`config.mk`:
```
export PLATFORM = sky130hd
export DESIGN_NAME = event_rate_limiter_with_ban
export DESIGN_NICKNAME = d
export VERILOG_FILES = /design/src/rtl/erlb_pkg.sv /design/src/rtl/erlb_div.sv /design/src/rtl/erlb_dp.sv /design/src/rtl/erlb_ctrl.sv /design/src/rtl/event_rate_limiter_with_ban.sv
export SDC_FILE = /design/constraint.sdc
export NUM_CORES = 2
export LEC_CHECK = 0
export BUFFER_PORTS_ARGS = -buffer_cell sky130_fd_sc_hd__buf_2
export CELL_PAD_IN_SITES_DETAIL_PLACEMENT = 0
export CELL_PAD_IN_SITES_GLOBAL_PLACEMENT = 1
export CORE_ASPECT_RATIO = 0.9
export CORE_MARGIN = 2
export CORE_UTILIZATION = 51
export DETAILED_ROUTE_END_ITERATION = 10
export GPL_TIMING_DRIVEN = 0
export PLACE_DENSITY_LB_ADDON = 0.1
export SKIP_LAST_GASP = 1
export SYNTH_ARGS = -nofsm -noshare
export SYNTH_HDL_FRONTEND = slang
export SYNTH_SLANG_ARGS = --single-unit
```
`constraint.sdc`:
```
create_clock -name i_clk -period 9.7 [get_ports i_clk]
set_input_delay 0.97 -clock i_clk [delete_from_list [all_inputs] [get_ports i_clk]]
set_output_delay 0.97 -clock i_clk [all_outputs]
set_load 0.01 [all_outputs]
```
`src/rtl/erlb_pkg.sv`:
```
// shared types and constants for the event rate limiter with ban
package erlb_pkg;

    localparam int NOW_W   = 44;
    localparam int DDL_W   = 45;
    localparam int SEC_W   = 35;
    localparam int WIN_W   = 22;
    localparam int PROD_W  = 33;
    localparam int OPROD_W = 55;
    localparam int CNT_W   = 11;
    localparam int OVR_W   = 8;
    localparam int AE_W    = 10;
    localparam int WS_W    = 12;
    localparam int BS_W    = 17;

    localparam int DIV_W     = 48;
    localparam int DIV_BITS  = 4;
    localparam int DIV_STEPS = DIV_W / DIV_BITS;
    localparam int DVS_W     = 10;

    localparam logic [DVS_W-1:0] MS_PER_SEC = 10'd1000;
    localparam logic [OVR_W-1:0] OVR_LIMIT  = 8'd3;
    localparam logic [OVR_W-1:0] OVR_MAX    = 8'd255;
    localparam logic [CNT_W-1:0] CNT_MAX    = 11'd2047;

    localparam logic [1:0] REG_ALLOWED = 2'd0;
    localparam logic [1:0] REG_WINDOW  = 2'd1;
    localparam logic [1:0] REG_BAN     = 2'd2;

    typedef enum logic [1:0] {
        DIV_NOW  = 2'd0,
        DIV_PROD = 2'd1,
        DIV_DDL  = 2'd2
    } t_div_sel;

    typedef struct packed {
        logic     load;
        logic     prep;
        logic     div_start;
        t_div_sel div_sel;
        logic     sec_cap;
        logic     deadline;
        logic     eval;
        logic     ovr_mul;
        logic     roll;
        logic     ban_final;
        logic     push;
    } t_dp_cmd;

    typedef struct packed {
        logic bypass;
        logic new_win;
        logic fast;
        logic div_busy;
        logic out_busy;
    } t_dp_sts;

endpackage

```
`src/rtl/erlb_div.sv`:
```
// iterative restoring divider, four quotient bits per cycle
module erlb_div import erlb_pkg::*; (
    input  logic             i_clk,
    input  logic             i_rst_n,
    input  logic             i_start,
    input  logic [DIV_W-1:0] i_dividend,
    input  logic [DVS_W-1:0] i_divisor,
    output logic             o_busy,
    output logic [DIV_W-1:0] o_quotient
);

    localparam int CW = $clog2(DIV_STEPS + 1);

    logic             r_busy;
    logic [CW-1:0]    r_cnt;
    logic [DIV_W-1:0] r_acc;
    logic [DVS_W-1:0] r_rem;
    logic [DVS_W-1:0] r_dvs;
    logic [DIV_W-1:0] n_acc;
    logic [DVS_W-1:0] n_rem;
    logic [DVS_W:0]   v_t;

    always_comb begin
        n_acc = r_acc;
        n_rem = r_rem;
        v_t   = '0;
        for (int k = 0; k < DIV_BITS; k++) begin
            v_t   = {n_rem, n_acc[DIV_W-1]};
            n_acc = {n_acc[DIV_W-2:0], 1'b0};
            if (v_t >= {1'b0, r_dvs}) begin
                v_t      = v_t - {1'b0, r_dvs};
                n_acc[0] = 1'b1;
            end
            n_rem = v_t[DVS_W-1:0];
        end
    end

    always_ff @(posedge i_clk) begin
        if (!i_rst_n) begin
            r_busy <= 1'b0;
            r_cnt  <= '0;
        end else if (i_start) begin
            r_busy <= 1'b1;
            r_cnt  <= '0;
        end else if (r_busy) begin
            r_cnt <= r_cnt + 1'b1;
            if (r_cnt == CW'(DIV_STEPS - 1)) begin
                r_busy <= 1'b0;
            end
        end
    end

    always_ff @(posedge i_clk) begin
        if (i_start) begin
            r_acc <= i_dividend;
            r_rem <= '0;
            r_dvs <= i_divisor;
        end else if (r_busy) begin
            r_acc <= n_acc;
            r_rem <= n_rem;
        end
    end

    assign o_busy     = r_busy;
    assign o_quotient = r_acc;

endmodule

```
`src/rtl/erlb_dp.sv`:
```
// datapath: limiter state, arithmetic steps and output register
module erlb_dp import erlb_pkg::*; (
    input  logic            i_clk,
    input  logic            i_rst_n,
    input  logic [AE_W-1:0] i_allowed,
    input  logic [WS_W-1:0] i_window_sec,
    input  logic [BS_W-1:0] i_ban_sec,
    input  logic [NOW_W-1:0] i_now_ms,
    input  logic            i_exempt,
    input  t_dp_cmd         i_cmd,
    output t_dp_sts         o_sts,
    input  logic            i_out_ready,
    output logic            o_out_valid,
    output logic            o_too_soon,
    output logic            o_clear_warning_flag
);

    logic [NOW_W-1:0]   r_now;
    logic               r_exempt;
    logic [WIN_W-1:0]   r_win_ms;
    logic [SEC_W-1:0]   r_now_sec;
    logic [PROD_W-1:0]  r_prod;
    logic [DDL_W-1:0]   r_deadline;
    logic [DDL_W-1:0]   r_diff;
    logic               r_near;
    logic [OPROD_W-1:0] r_ovr_prod;
    logic               r_res_too_soon;
    logic               r_res_clear;
    logic               r_banned;

    logic [NOW_W-1:0]   r_win_start;
    logic [SEC_W-1:0]   r_ban_until;
    logic [CNT_W-1:0]   r_event_count;
    logic [OVR_W-1:0]   r_overage;

    logic               r_out_valid;
    logic               r_out_too_soon;
    logic               r_out_clear;

    logic [DIV_W-1:0]   div_dividend;
    logic [DVS_W-1:0]   div_divisor;
    logic               div_busy;
    logic [DIV_W-1:0]   div_q;

    logic [WS_W-1:0]    win_sec;
    logic               full;
    logic               ovr_hit;
    logic [CNT_W-1:0]   cnt_sub;
    logic [CNT_W-1:0]   cnt_next;
    logic [OVR_W-1:0]   ovr_next;
    logic [DDL_W-1:0]   now_ext;
    logic [DDL_W-2+1:0] near_lim;

    always_comb begin
        case (i_cmd.div_sel)
            DIV_NOW: begin
                div_dividend = {{(DIV_W-NOW_W){1'b0}}, r_now};
                div_divisor  = MS_PER_SEC;
            end
            DIV_PROD: begin
                div_dividend = {{(DIV_W-PROD_W){1'b0}}, r_prod};
                div_divisor  = i_allowed;
            end
            DIV_DDL: begin
                div_dividend = {{(DIV_W-DDL_W){1'b0}}, r_deadline};
                div_divisor  = MS_PER_SEC;
            end
            default: begin
                div_dividend = '0;
                div_divisor  = MS_PER_SEC;
            end
        endcase
    end

    erlb_div u_div (
        .i_clk      (i_clk),
        .i_rst_n    (i_rst_n),
        .i_start    (i_cmd.div_start),
        .i_dividend (div_dividend),
        .i_divisor  (div_divisor),
        .o_busy     (div_busy),
        .o_quotient (div_q)
    );

    assign win_sec  = (i_window_sec == '0) ? WS_W'(1) : i_window_sec;
    assign now_ext  = {1'b0, r_now};
    assign near_lim = now_ext + DDL_W'(r_win_ms);
    assign full     = r_event_count >= {1'b0, i_allowed};
    assign ovr_hit  = r_ovr_prod >= OPROD_W'({r_win_ms, 2'b00});
    assign cnt_sub  = full ? (r_event_count - {1'b0, i_allowed}) : r_event_count;
    assign cnt_next = (cnt_sub < CNT_MAX) ? (cnt_sub + 1'b1) : cnt_sub;
    assign ovr_next = (full && ovr_hit && r_overage < OVR_MAX) ? (r_overage + 1'b1)
                                                                : r_overage;

    assign o_sts.bypass   = (i_allowed == '0) || r_exempt;
    assign o_sts.new_win  = (r_win_start == '0) || (r_deadline <= now_ext);
    assign o_sts.fast     = r_near && (ovr_next < OVR_LIMIT);
    assign o_sts.div_busy = div_busy;
    assign o_sts.out_busy = r_out_valid && !i_out_ready;

    // working registers
    always_ff @(posedge i_clk) begin
        if (i_cmd.load) begin
            r_now    <= i_now_ms;
            r_exempt <= i_exempt;
        end
        if (i_cmd.prep) begin
            r_win_ms       <= WIN_W'(win_sec) * WIN_W'(MS_PER_SEC);
            r_res_too_soon <= 1'b0;
            r_res_clear    <= 1'b0;
            r_banned       <= 1'b0;
        end
        if (i_cmd.sec_cap) begin
            r_now_sec <= div_q[SEC_W-1:0];
            r_prod    <= PROD_W'(r_event_count) * PROD_W'(r_win_ms);
            if (r_ban_until != '0 && div_q[SEC_W-1:0] < r_ban_until) begin
                r_banned <= 1'b1;
            end
        end
        if (i_cmd.deadline) begin
            r_deadline <= {1'b0, r_win_start} + DDL_W'(div_q[PROD_W-1:0]);
        end
        if (i_cmd.eval) begin
            r_diff <= r_deadline - now_ext;
            r_near <= r_deadline < near_lim;
            if (o_sts.new_win) begin
                r_res_too_soon <= r_banned;
                r_res_clear    <= !r_banned;
            end
        end
        if (i_cmd.ovr_mul) begin
            r_ovr_prod <= OPROD_W'(r_diff) * OPROD_W'(i_allowed);
        end
        if (i_cmd.roll && o_sts.fast) begin
            r_res_too_soon <= r_banned;
        end
        if (i_cmd.ban_final) begin
            r_res_too_soon <= 1'b1;
        end
    end

    // limiter state
    always_ff @(posedge i_clk) begin
        if (!i_rst_n) begin
            r_win_start   <= '0;
            r_ban_until   <= '0;
            r_event_count <= '0;
            r_overage     <= '0;
        end else begin
            if (i_cmd.sec_cap && r_ban_until != '0 && div_q[SEC_W-1:0] >= r_ban_until) begin
                r_ban_until <= '0;
            end
            if (i_cmd.eval && o_sts.new_win) begin
                r_win_start   <= r_now;
                r_event_count <= CNT_W'(1);
                r_overage     <= '0;
            end
            if (i_cmd.roll) begin
                r_event_count <= cnt_next;
                r_overage     <= ovr_next;
                if (full) begin
                    r_win_start <= r_win_start + NOW_W'(r_win_ms);
                end
                if (!o_sts.fast && r_ban_until == '0 && i_ban_sec != '0) begin
                    r_ban_until <= r_now_sec + SEC_W'(i_ban_sec);
                end
            end
            if (i_cmd.ban_final) begin
                if (r_ban_until == '0 || {1'b0, r_ban_until} < div_q[SEC_W:0]) begin
                    r_ban_until <= div_q[SEC_W-1:0];
                end
            end
        end
    end

    // output register
    always_ff @(posedge i_clk) begin
        if (!i_rst_n) begin
            r_out_valid <= 1'b0;
        end else if (i_cmd.push) begin
            r_out_valid <= 1'b1;
        end else if (i_out_ready) begin
            r_out_valid <= 1'b0;
        end
    end

    always_ff @(posedge i_clk) begin
        if (i_cmd.push) begin
            r_out_too_soon <= r_res_too_soon;
            r_out_clear    <= r_res_clear;
        end
    end

    assign o_out_valid          = r_out_valid;
    assign o_too_soon           = r_out_too_soon;
    assign o_clear_warning_flag = r_out_clear;

endmodule

```
`src/rtl/erlb_ctrl.sv`:
```
// controller state machine sequencing the datapath steps
module erlb_ctrl import erlb_pkg::*; (
    input  logic    i_clk,
    input  logic    i_rst_n,
    input  logic    i_in_valid,
    output logic    o_in_ready,
    input  t_dp_sts i_sts,
    output t_dp_cmd o_cmd
);

    typedef enum logic [9:0] {
        S_IDLE = 10'b0000000001,
        S_PREP = 10'b0000000010,
        S_SEC  = 10'b0000000100,
        S_QST  = 10'b0000001000,
        S_QDL  = 10'b0000010000,
        S_EVAL = 10'b0000100000,
        S_OVR  = 10'b0001000000,
        S_ROLL = 10'b0010000000,
        S_BAN  = 10'b0100000000,
        S_DONE = 10'b1000000000
    } t_state;

    t_state r_state;
    t_state n_state;

    always_comb begin
        n_state = r_state;
        o_cmd   = '0;
        case (r_state)
            S_IDLE: begin
                if (i_in_valid) begin
                    o_cmd.load = 1'b1;
                    n_state    = S_PREP;
                end
            end
            S_PREP: begin
                o_cmd.prep = 1'b1;
                if (i_sts.bypass) begin
                    n_state = S_DONE;
                end else begin
                    o_cmd.div_start = 1'b1;
                    o_cmd.div_sel   = DIV_NOW;
                    n_state         = S_SEC;
                end
            end
            S_SEC: begin
                if (!i_sts.div_busy) begin
                    o_cmd.sec_cap = 1'b1;
                    n_state       = S_QST;
                end
            end
            S_QST: begin
                o_cmd.div_start = 1'b1;
                o_cmd.div_sel   = DIV_PROD;
                n_state         = S_QDL;
            end
            S_QDL: begin
                if (!i_sts.div_busy) begin
                    o_cmd.deadline = 1'b1;
                    n_state        = S_EVAL;
                end
            end
            S_EVAL: begin
                o_cmd.eval = 1'b1;
                n_state    = i_sts.new_win ? S_DONE : S_OVR;
            end
            S_OVR: begin
                o_cmd.ovr_mul = 1'b1;
                n_state       = S_ROLL;
            end
            S_ROLL: begin
                o_cmd.roll = 1'b1;
                if (i_sts.fast) begin
                    n_state = S_DONE;
                end else begin
                    o_cmd.div_start = 1'b1;
                    o_cmd.div_sel   = DIV_DDL;
                    n_state         = S_BAN;
                end
            end
            S_BAN: begin
                if (!i_sts.div_busy) begin
                    o_cmd.ban_final = 1'b1;
                    n_state         = S_DONE;
                end
            end
            S_DONE: begin
                if (!i_sts.out_busy) begin
                    o_cmd.push = 1'b1;
                    n_state    = S_IDLE;
                end
            end
            default: begin
                n_state = S_IDLE;
            end
        endcase
    end

    always_ff @(posedge i_clk) begin
        if (!i_rst_n) begin
            r_state <= S_IDLE;
        end else begin
            r_state <= n_state;
        end
    end

    assign o_in_ready = (r_state == S_IDLE);

endmodule

```
`src/rtl/event_rate_limiter_with_ban.sv`:
```
// top level of the event rate limiter with ban: config registers and core
//
//  channel  direction  handshake               payload
//  in       sink       i_in_valid/o_in_ready    i_now_ms, i_exempt
//  out      source     o_out_valid/i_out_ready  o_too_soon, o_clear_warning_flag
//  apb      slave      psel/penable/pready      paddr, pwdata, prdata
//
// an exempt or unlimited transaction bypasses the divider, one that opens a window runs two divisions,
// one that reaches the ban path runs three
// all divisions go through the single shared divider
// reset is synchronous and active low; it clears the window, counts and ban time
// the next transaction is accepted while a result waits in the output register
// a stalled output holds the finished result until it is taken
module event_rate_limiter_with_ban import erlb_pkg::*; (
    input  logic             i_clk,
    input  logic             i_rst_n,
    input  logic             psel,
    input  logic             penable,
    input  logic             pwrite,
    input  logic [3:0]       paddr,
    input  logic [31:0]      pwdata,
    output logic [31:0]      prdata,
    output logic             pready,
    input  logic             i_in_valid,
    output logic             o_in_ready,
    input  logic [NOW_W-1:0] i_now_ms,
    input  logic             i_exempt,
    output logic             o_out_valid,
    input  logic             i_out_ready,
    output logic             o_too_soon,
    output logic             o_clear_warning_flag
);

    logic [AE_W-1:0] r_allowed;
    logic [WS_W-1:0] r_window_sec;
    logic [BS_W-1:0] r_ban_sec;
    logic            cfg_wr;
    t_dp_cmd         cmd;
    t_dp_sts         sts;

    assign pready = 1'b1;
    assign cfg_wr = psel && penable && pwrite;

    always_ff @(posedge i_clk) begin
        if (!i_rst_n) begin
            r_allowed    <= '0;
            r_window_sec <= WS_W'(1);
            r_ban_sec    <= '0;
        end else if (cfg_wr) begin
            case (paddr[3:2])
                REG_ALLOWED: r_allowed    <= pwdata[AE_W-1:0];
                REG_WINDOW:  r_window_sec <= pwdata[WS_W-1:0];
                REG_BAN:     r_ban_sec    <= pwdata[BS_W-1:0];
                default: begin
                end
            endcase
        end
    end

    always_comb begin
        case (paddr[3:2])
            REG_ALLOWED: prdata = 32'(r_allowed);
            REG_WINDOW:  prdata = 32'(r_window_sec);
            REG_BAN:     prdata = 32'(r_ban_sec);
            default:     prdata = '0;
        endcase
    end

    erlb_ctrl u_ctrl (
        .i_clk      (i_clk),
        .i_rst_n    (i_rst_n),
        .i_in_valid (i_in_valid),
        .o_in_ready (o_in_ready),
        .i_sts      (sts),
        .o_cmd      (cmd)
    );

    erlb_dp u_dp (
        .i_clk                (i_clk),
        .i_rst_n              (i_rst_n),
        .i_allowed            (r_allowed),
        .i_window_sec         (r_window_sec),
        .i_ban_sec            (r_ban_sec),
        .i_now_ms             (i_now_ms),
        .i_exempt             (i_exempt),
        .i_cmd                (cmd),
        .o_sts                (sts),
        .i_out_ready          (i_out_ready),
        .o_out_valid          (o_out_valid),
        .o_too_soon           (o_too_soon),
        .o_clear_warning_flag (o_clear_warning_flag)
    );

endmodule
```
==> impl_metrics.json <==
{
  "drive_gt1_frac": 0.0565,
  "r2r_end": "u_dp.u_div.o_quotient[0]",
  "p_seq_frac": 0.241,
  "n_fill_cell": 9788,
  "hold_slack_ns": 0.430,
  "synth_edf_count": 335,
  "crit_end": "u_dp.u_div.o_quotient[0]",
  "vias_per_cell": 5.86,
  "ant_nets": 0,
  "dp_cells": 7322,
  "maxSlewViolCount": 0,
  "drt_iter0_drc": 3876,
  "powerDensity_nw_per_um2": 171,
  "fin_skew_ns": 0.0609,
  "synth_top_area_share": 0.200,
  "grt_overflow": 0,
  "r2r-start": "u_dp.u_div.r_dvs[1]",
  "relSlewSlack": 0.0186,
  "p_int_mw": 6.02,
  "cts.sink_count": 501,
  "end_kind": "flip-flop",
  "worst_slack_ns": 0.545,
  "vias": 43660,
  "io_pins": 125,
  "timing_hold_violations_final": 0,
  "netlist_instances": 5827,
  "drtPass1Iterations": 8,
  "status": "completed",
  "yosys-top-cells-area": "fa_1, edfxtp_1, ha_1, dfxtp_1, nand2_1",
  "yosys_warnings": 0,
  "timing.fmax_ghz": 0.109,
  "crit_required_ns": 10.11,
  "drc": 0,
  "arrival_ns": 9.56,
  "ir_worst_vdd_v": 0.000507,
  "cap_violations": 0,
  "synth.largest_area_cell": "fa_1",
  "reg2reg_depth": 41,
  "p_leak_nw": 26.8,
  "p_sw_mw": 3.96,
  "pre_cts_ws_ns": -1.57,
  "cts_tree": "built",
  "hp-class": "reg2reg",
  "max_stage_delay_ns": 0.46,
  "grt_use_total": 0.328,
  "hold_buffers": 0,
  "final_cells": 7450,
  "syn_area_per_cell_um2": 9.24,
  "power.share.clock": 0.240,
  "place_congestion": 0.991,
  "setup_viol": 0,
  "core_area_um2": 105000,
  "clk_pin_slew_ns": 0.06,
  "hpwl_um": 144000,
  "die_area_um2": 108000,
  "wl_um": 177000,
  "worst_pin_slew_ns": 1.46,
  "antenna_found_initial": 2,
  "htree_levels": 2,
  "synthMostInstantiatedCell": "nand2_1",
  "place_area_um2": 56300,
  "clk_path_buf_depth": 3,
  "cp-startpoint": "u_dp.u_div.r_dvs[1]",
  "netlist_top_cells_count": "nand2_1, inv_1, fa_1, ha_1, a21oi_1",
  "die_x_um": 347,
  "fin_crit_sh": 0.944,
  "synth_seq_cells": 501,
  "crit_fanout": 10,
  "ys_async_sr_fraction": 0,
  "start_util": 0.512,
  "num_rows": 113,
  "ys_types": 93,
  "cpMaxStageDelayCell": "edfxtp_1",
  "rsz0062_at_grt": "false",
  "worst_setup_path_start_kind": "flip-flop",
  "path_class": "reg2reg",
  "pwr-share-comb": 0.519,
  "grt_pass1_vias": 42237,
  "ff2ff_setup_slack_ns": 0.54,
  "nNetsFinal": 7167,
  "synth-seq-area-share": 0.248,
  "grt_first_pass_wirelength_um": 267000,
  "dieHeight_um": 312,
  "wl_per_cell_um": 23.8,
  "cts_buffers": 60,
  "syn_area_um2": 53900,
  "ys.flop_type": "edfxtp_1",
  "area_delta_synth_final_pct": 8.66,
  "utilization": 0.556,
  "timing.final.crit_period_ns": 9.16,
  "p_sw_frac": 0.397,
  "cts-root-buf": "clkbuf_16",
  "fin_area_um2": 58500,
  "clock_latency_ns": 0.70,
  "crit_top_cell": "ha_1",
  "port_buffers": 90,
  "grt_max_degree": 47
}
## how the worst min path moves through the flow
stage	startpoint	slack [ns]	cells after the start	end
global placement	u_dp.r_res_clear	0.42	0	u_dp.o_clear_warning_flag
detailed placement	u_dp.r_res_too_soon	0.41	0	u_dp.o_too_soon
CTS	i_now_ms[26]	0.40	1	u_dp.r_now[26]
finish	u_dp.r_res_too_soon	0.43	0	u_dp.o_too_soon
global route	i_now_ms[28]	0.41	1	u_dp.r_now[28]
floorplan	u_dp.r_res_clear	0.41	0	u_dp.o_clear_warning_flag
## cells by family after synthesis
kind of cell,after synthesis,synth area share
AO/OA/AOI/OAI,1168,0.142
flip-flops,501,0.248
buffers and inverters,913,0.0654
adder cells (fa/ha/maj),1063,0.322
XOR/XNOR,295,0.0480
AND/OR/NAND/NOR,1827,0.163
multiplexers,58,0.0112
other,2,0.000139
## routing by layer
metal / track usage / share of wire / up-vias
li1: - / - / 20200
met1: 0.477 / 0.45 / 21421
met2: 0.489 / 0.43 / 1759
met3: 0.0568 / 0.086 / 280
met4: 0.123 / 0.042 / 0
met5: 0 / 0 / -
## flip-flops by register name, indices dropped and copies added, names as in the netlist, 4 cells and up
register and count:
u_dp.r_diff 45, u_dp.u_div.r_cnt 4, u_dp.r_now 44, u_dp.r_event_count 11, r_allowed 10, u_dp.r_win_ms 19
u_dp.r_ovr_prod 55, u_dp.u_div.r_rem 10, r_window_sec 12, u_dp.r_overage 8, u_dp.r_ban_until 35, u_dp.r_deadline 45
r_ban_sec 17, u_dp.u_div.o_quotient 48, u_dp.u_div.r_dvs 10, u_dp.r_win_start 44, u_dp.r_now_sec 35, u_ctrl.r_state 10
u_dp.r_prod 30
## cells in the final DEF, fill, tap and decap left out, types with 22 or more instances in the layout
cell,instances
inv_1,650
edfxtp_1,335
a211oi_1,47
o21ai_0,231
dfxtp_1,166
nand3_1,113
a21o_1,130
o31ai_1,23
a22o_1,23
fa_1,539
buf_4,31
nand2_1,721
nor2_1,296
o211ai_1,22
buf_2,109
ha_1,524
clkbuf_16,62
clkbuf_1,223
nand4_1,56
nor2b_1,55
and2_1,299
o21bai_1,35
a21oi_1,346
a31oi_1,43
xnor2_1,223
nor4_1,44
xor2_1,72
mux2i_1,39
a221oi_1,22
nor3_1,67
o21a_1,59
nand2b_1,44
and3_1,36
## worst max-delay path, delay by kind of cell, from the launching register on
kind                     cells  cell delay (ns)
adder cells (fa/ha/maj)      4             1.25
flip-flops                   1             0.46
AND/OR/NAND/NOR              5             0.67
buffers and inverters        6             1.04
multiplexers                 3             0.91
AO/OA/AOI/OAI               23             4.51
## repair_timing
item	CTS	global route
setup endpoints to repair	11	11
resized for setup	10	13
pin swaps	2	1
setup buffers	5	7
## cell type report
type,count,area [um^2],share of cell area
Sequential cell,501,13400,0.229
Clock inverter,36,407,0.00695
Buffer,259,1080,0.0185
Tap cell,1380,1730,0.0295
Timing Repair Buffer,113,687,0.0117
Clock buffer,78,1670,0.0286
Antenna cell,2,5.00,0.0000855
Multi-Input combinational cell,4427,37100,0.634
Inverter,654,2460,0.0420
## through the flow
| step | total power, mW | TNS, ns |
|---|---|---|
| final | 9.98 | 0 |
| after CTS | 9.68 | 0 |
| after detailed placement | 7.15 | -15.30 |
| after global routing | 10.5 | 0 |
| after floorplan | 6.06 | 0 |
| after global placement | 7.11 | -13.86 |
## power groups by stage
stage / registers, mW / logic [mW] / clock network (mW)
2_1_floorplan: 2.42 / 3.65 / 0
3_3_place_gp: 2.45 / 4.65 / 0
5_1_grt: 2.41 / 5.61 / 2.50
6_report: 2.41 / 5.18 / 2.40
4_1_cts: 2.41 / 4.84 / 2.43
3_5_place_dp: 2.45 / 4.70 / 0
Note: power is estimated with default switching activity, not from simulation.
